File: config.mk
export PLATFORM = sky130hd
export DESIGN_NAME = spi_ctrl
export DESIGN_NICKNAME = d
export VERILOG_FILES = /design/src/sv/spi_pkg.sv /design/src/sv/spi_ctrl.sv
export SDC_FILE = /design/constraint.sdc
export NUM_CORES = 1
export LEC_CHECK = 0
export BUFFER_PORTS_ARGS = -buffer_cell sky130_fd_sc_hd__buf_2
export CAP_MARGIN = 20
export CORE_MARGIN = 4
export CORE_UTILIZATION = 48
export DETAILED_ROUTE_END_ITERATION = 10
export HOLD_SLACK_MARGIN = 0.06
export PLACE_DENSITY = 0.77
export SLEW_MARGIN = 20
export SYNTH_ARGS = -nofsm -noshare
export SYNTH_HDL_FRONTEND = slang
export SYNTH_SLANG_ARGS = --single-unit
File: constraint.sdc
create_clock -name clock -period 2.7 [get_ports clock]
set_input_delay 0.135 -clock clock [delete_from_list [all_inputs] [get_ports clock]]
set_output_delay 0.135 -clock clock [all_outputs]
set_load 0.05 [all_outputs]
File: src/sv/spi_pkg.sv
// package: shared types, constants and command/status structs for the segment-polygon unit
`default_nettype none
package spi_pkg;
   localparam int COORD_BITS = 16;            // vertex and segment coordinate width
   localparam int SQ_BITS = 34;               // squared distance width for 16-bit coords
   localparam int ROOT_BITS = 25;             // floor(sqrt(s<<16)) width
   localparam int ROOT_STEPS = 25;            // one root bit per step
   localparam logic [0:0] CSR_VERTEX_COUNT = 1'b0;
   localparam logic [0:0] CSR_EPS_TOLERANCE = 1'b1;
   localparam logic ACT_WRITE = 1'b0;
   localparam logic ACT_QUERY = 1'b1;
   localparam logic [1:0] KIND_NONE = 2'd0;
   localparam logic [1:0] KIND_VERTEX = 2'd1;
   localparam logic [1:0] KIND_EDGE = 2'd2;

   typedef enum logic [3:0] {
      ST_IDLE, ST_LEN_START, ST_LEN_WAIT, ST_V_READ, ST_V_START, ST_V_WAIT,
      ST_V_CHECK, ST_E_READ0, ST_E_READ1, ST_E_MUL, ST_E_SUM, ST_E_CHECK, ST_DONE
   } state_type;

   typedef struct packed {
      logic load_query;   // capture segment
      logic write_vertex; // store vertex
      logic len_start;    // start the segment length root
      logic v_read;       // read vertex k
      logic v_start;      // start the two vertex roots
      logic e_read0;      // read vertex k as edge start
      logic e_read1;      // read vertex j as edge end
      logic e_mul;        // multiply stage
      logic e_sum;        // sum stage
   } cmd_type;

   typedef struct packed {
      logic root_done;
      logic v_on_seg;
      logic e_cross;
   } status_type;
endpackage
`default_nettype wire

File: src/sv/spi_ctrl.sv
// controller: sequences writes, length root, vertex tests and edge tests
`default_nettype none
module spi_ctrl
   import spi_pkg::*;
#(
   parameter int IDX_BITS = 4,
   parameter int CNT_BITS = 5
)(
   input  wire logic                 clock,
   input  wire logic                 reset,
   input  wire logic                 start,
   input  wire logic                 action,
   input  wire logic [CNT_BITS-1:0]  count,
   input  wire status_type           status,
   input  wire logic                 out_busy,
   output cmd_type                   cmd,
   output logic [IDX_BITS-1:0]       rd_k,
   output logic [IDX_BITS-1:0]       rd_j,
   output logic                      ready,
   output logic                      done,
   output logic [1:0]                kind
);
   state_type state_ff, state_in;
   logic [CNT_BITS-1:0] k_ff, k_in;
   logic [1:0] kind_ff, kind_in;
   logic [CNT_BITS-1:0] k_next;

   assign k_next = k_ff + 1'b1;
   assign rd_k = k_ff[IDX_BITS-1:0];
   assign rd_j = (k_next == count) ? '0 : k_next[IDX_BITS-1:0];

   always_ff @(posedge clock) begin
      if (reset) begin
         state_ff <= ST_IDLE;
         k_ff <= '0;
         kind_ff <= KIND_NONE;
      end else begin
         state_ff <= state_in;
         k_ff <= k_in;
         kind_ff <= kind_in;
      end
   end

   always_comb begin
      state_in = state_ff;
      k_in = k_ff;
      kind_in = kind_ff;
      cmd = '0;
      ready = 1'b0;
      done = 1'b0;
      case (state_ff)
         ST_IDLE: begin
            ready = 1'b1;
            if (start) begin
               if (action == ACT_WRITE) cmd.write_vertex = 1'b1;
               else begin
                  cmd.load_query = 1'b1;
                  kind_in = KIND_NONE;
                  k_in = '0;
                  state_in = ST_LEN_START;
               end
            end
         end
         ST_LEN_START: begin
            cmd.len_start = 1'b1;
            state_in = ST_LEN_WAIT;
         end
         ST_LEN_WAIT: if (status.root_done) begin
            state_in = (count == '0) ? ST_DONE : ST_V_READ;
         end
         ST_V_READ: begin
            cmd.v_read = 1'b1;
            state_in = ST_V_START;
         end
         ST_V_START: begin
            cmd.v_start = 1'b1;
            state_in = ST_V_WAIT;
         end
         ST_V_WAIT: if (status.root_done) state_in = ST_V_CHECK;
         ST_V_CHECK: begin
            if (status.v_on_seg) begin
               kind_in = KIND_VERTEX;
               state_in = ST_DONE;
            end else if (k_next == count) begin
               k_in = '0;
               state_in = ST_E_READ0;
            end else begin
               k_in = k_next;
               state_in = ST_V_READ;
            end
         end
         ST_E_READ0: begin
            cmd.e_read0 = 1'b1;
            state_in = ST_E_READ1;
         end
         ST_E_READ1: begin
            cmd.e_read1 = 1'b1;
            state_in = ST_E_MUL;
         end
         ST_E_MUL: begin
            cmd.e_mul = 1'b1;
            state_in = ST_E_SUM;
         end
         ST_E_SUM: begin
            cmd.e_sum = 1'b1;
            state_in = ST_E_CHECK;
         end
         ST_E_CHECK: begin
            if (status.e_cross) begin
               kind_in = KIND_EDGE;
               state_in = ST_DONE;
            end else if (k_next == count) state_in = ST_DONE;
            else begin
               k_in = k_next;
               state_in = ST_E_READ0;
            end
         end
         ST_DONE: begin
            if (!out_busy) begin
               done = 1'b1;
               state_in = ST_IDLE;
            end
         end
         default: state_in = ST_IDLE;
      endcase
   end
   assign kind = kind_ff;

`ifndef SYNTHESIS
   a_k_range: assert property (@(posedge clock) disable iff (reset)
      (state_ff == ST_V_CHECK || state_ff == ST_E_CHECK) |-> k_ff < count)
      else $error("vertex counter out of range");
   a_done_idle: assert property (@(posedge clock) disable iff (reset)
      done |=> state_ff == ST_IDLE)
      else $error("done without return to idle");
   a_edge_kind: assert property (@(posedge clock) disable iff (reset)
      (state_ff == ST_E_READ0) |-> kind_ff == KIND_NONE)
      else $error("edge test after a hit");
`endif
endmodule
`default_nettype wire

==> key figures <==
Die
  • Die height: 53.9 um
  • Core area: roughly 0.0020 mm^2
  • Std-Cell Rows: 16
  • # IOs: 34
  • Die width: 53.9 um
  • Die area: 0.00290 mm^2
  • Starting Density: 50.9%

Routing
  • Vias per cell: 5.82
  • First-pass iteration count of the detailed router: 4
  • Routed WL: 2530 um
  • Routed Antenna Nets: 0
  • Drt wl/cell: 13.5 um
  • DRT iter0 DRCs: 32
  • Remaining DRCs: 0
  • DR vias: 1088

Clock network
  • Clock buffer count from CTS: 3
  • Sink Count: 11
  • Hold_buf cts: 0
  • CTS tree: done
  • Deepest clock path buffer count: 2
  • # resized after CTS: 0
  • H-tree depth: 1
  • Worst-Skew Late Latency: roughly 0.26 ns
  • Number of setup buffers added after CTS: 0
  • Worst-path clk slew: ~0.070 ns
  • Root Driver: clkbuf_4

Min path
  • HP Class: in2reg
  • WHS Path Cells: 2

Synth
  • Count of cell types in the netlist: 47
  • Ys async rst share: 0%
  • Syn_nets: 148
  • Mapped cell area: 0.00101 mm^2
  • Ys flop type: dfxtp_1
  • Syn avg cell area: 7.54 um^2
  • Post-synth EDFFs: 0
  • Synthesized flop and latch total: 11
  • Syn Inst Count: ~130
  • Ys Warns: 0
  • Sequential fraction of the synthesis area: a little over a fifth

STA
  • Slew HR: about three fifths
  • Final worst slack: 0.316 ns
  • Period utilisation layout: 88.3%
  • RSZ-0062 raised after global routing: no
  • Worst slew pin tran: roughly 0.62 ns
  • Worst hold slack: between 0.15 and 0.2 ns
  • Final setup fails: 0
  • Max Slew Vio Count: 0
  • Final setup TNS: 0 ns
  • Hold Violations, Final: 0
  • Worst clock skew: 0.00460 ns
  • Max Clk Rate: 0.419 GHz
  • Period minus WS final: 2.38 ns

Global routing
  • Grt ovf: 0
  • Largest net degree at the start of global routing: 22
  • Number of global-route vias before repair: around 970
  • First-pass GRT wire length: 4240 um
  • Total Routing Usage GR: 19.6%
  • Initial antenna violation count: 0

Layout
  • Area Growth Syn to Fin: 17.3%
  • Multi-input gate area: 709 um^2
  • Sequential cell area: 220 um^2
  • Ant diodes: 0
  • Layout cells sized above 1: between 20% and 30%
  • Finished layout cell area: 0.00118 mm^2
  • Post-layout util: 59.8%
  • Nets: around 180
  • Final Instance Count excl. Fillers: 187
  • Fillers: 173

Setup path
  • Worst Path Required: 2.57 ns
  • Setup crit end kind: output pin
  • Buf+Inv Stages, Crit Path: 1
  • Critical path launch point type: flop
  • Cell family with most CP delay: simple AND/OR/NAND/NOR gates
  • Maximum fanout along the worst path: 10
  • Critical path type: reg2out
  • Worst path max stage delay: 0.43 ns
  • CP cell instances: ha_1 -> xor3_1 -> nor3_2 -> and3_1 -> a21oi_1 -> buf_2
  • Worst reg-to-reg path cell count: 6
  • Slowest CP cell: dfxtp_1
  • CP arrival: between 2 and 2.5 ns
  • Critical path depth in cells: 6

Placed design
  • Port bufs: 33
  • DP Wirelength: 1910 um
  • Gpl congestion: 0.870
  • Post-Place Cells: 183
  • DP Worst Slack: 0.495 ns
  • Placement Cell Area: approximately 0.0012 mm^2

Power and ir drop
  • Total power: between 0.4 and 0.5 mW
  • Pleak: roughly 0.53 nW
  • Cell Pwr Density: 345 mW/mm^2
  • Worst vdd ir: ~0.00025 V

Job
  • Max_cap viols: 0

Outcome
  • Status: complete, no violations
worst register-to-register path, cell delays in order (launching register included):
cell     delay (ns)
dfxtp_1        0.43
ha_1           0.28
xor3_1         0.34
nor3_2         0.24
and3_1         0.40
nor2_1         0.14
a221o_1        0.30
Yosys cell counts (2+ instances only):
| cell | count | share of area (%) |
|---|---|---|
| nor4_1 | 3 | 1.9 |
| nor3_1 | 8 | 4.0 |
| dfxtp_1 | 11 | 22 |
| o41ai_1 | 2 | 1.7 |
| nand4_1 | 3 | 1.9 |
| a211oi_1 | 2 | 1.5 |
| inv_1 | 4 | 1.5 |
| xnor2_1 | 4 | 3.5 |
| buf_4 | 4 | 3.0 |
| a21oi_1 | 11 | 5.5 |
| nor2_1 | 15 | 5.6 |
| or4_1 | 2 | 1.5 |
| nand3b_1 | 2 | 1.5 |
| nand2b_1 | 5 | 3.1 |
| a21o_1 | 4 | 3.0 |
| o21ai_0 | 5 | 2.5 |
| nor3b_1 | 3 | 2.2 |
| and3_1 | 2 | 1.2 |
| nand2_1 | 7 | 2.6 |
| clkbuf_1 | 8 | 3.0 |
| nand3_1 | 3 | 1.5 |
worst paths after layout:
path                        startpoint                       end  slack, ns
setup / recovery  k_ff[0]$_SDFFE_PP0P_                   rd_j[2]       0.32
hold / removal                   reset  state_ff[0]$_SDFFE_PP0P_       0.15
setup reg to reg  k_ff[0]$_SDFFE_PP0P_      k_ff[4]$_SDFFE_PP0P_       0.46
hold reg to reg   kind[0]$_SDFFE_PP0P_      kind[0]$_SDFFE_PP0P_       0.52
layer usage:
layer,share of wire (%),GRT usage (%),up-vias
met1,44,25.4,501
met3,7.8,5.26,2
met2,48,32.7,37
met4,0.28,3.40,0
li1,-,-,548
met5,0,0,-
cell usage in the layout, fill, tap and decap left out, types with 3 or more instances in the layout:
cell	n
a21o_1	4
nor2_1	15
nand4_1	3
dfxtp_1	11
o21ai_0	5
nand2_1	7
nand3_1	3
inv_1	4
buf_2	33
nor4_1	3
nor3b_1	3
clkbuf_4	3
xnor2_1	4
nand2b_1	5
a21oi_1	11
nor3_1	8
report_power, final:
part	switching (mW)	total, mW	internal [mW]
clock	0.0538	0.111	0.0571
combinational	0.0741	0.116	0.0416
sequential	0.0163	0.182	0.166
registers in the layout (all words and copies together) (netlist names):
register	flops
kind	2
state_ff	4
k_ff	5
logic make-up (layout without fill, tap and decap cells):
logic type               Yosys count  count (layout)  synth area share (%)
XOR/XNOR                           7               7                  8.92
multiplexers                       1               1                  1.12
adder cells (fa/ha/maj)            1               1                  1.24
AND/OR/NAND/NOR                   61              61                  33.7
buffers and inverters             17              43                  7.93
flip-flops                        11              11                  21.8
AO/OA/AOI/OAI                     36              36                  25.3
area by class of cell:
class / instances / area share (%)
multi-input combinational: 106 / 59.9
sequential: 11 / 18.6
timing repair buffer: 35 / 15.2
tap: 27 / 2.85
clock buffer: 4 / 2.22
inverter: 4 / 1.27
(Power assumes the default switching activity.)
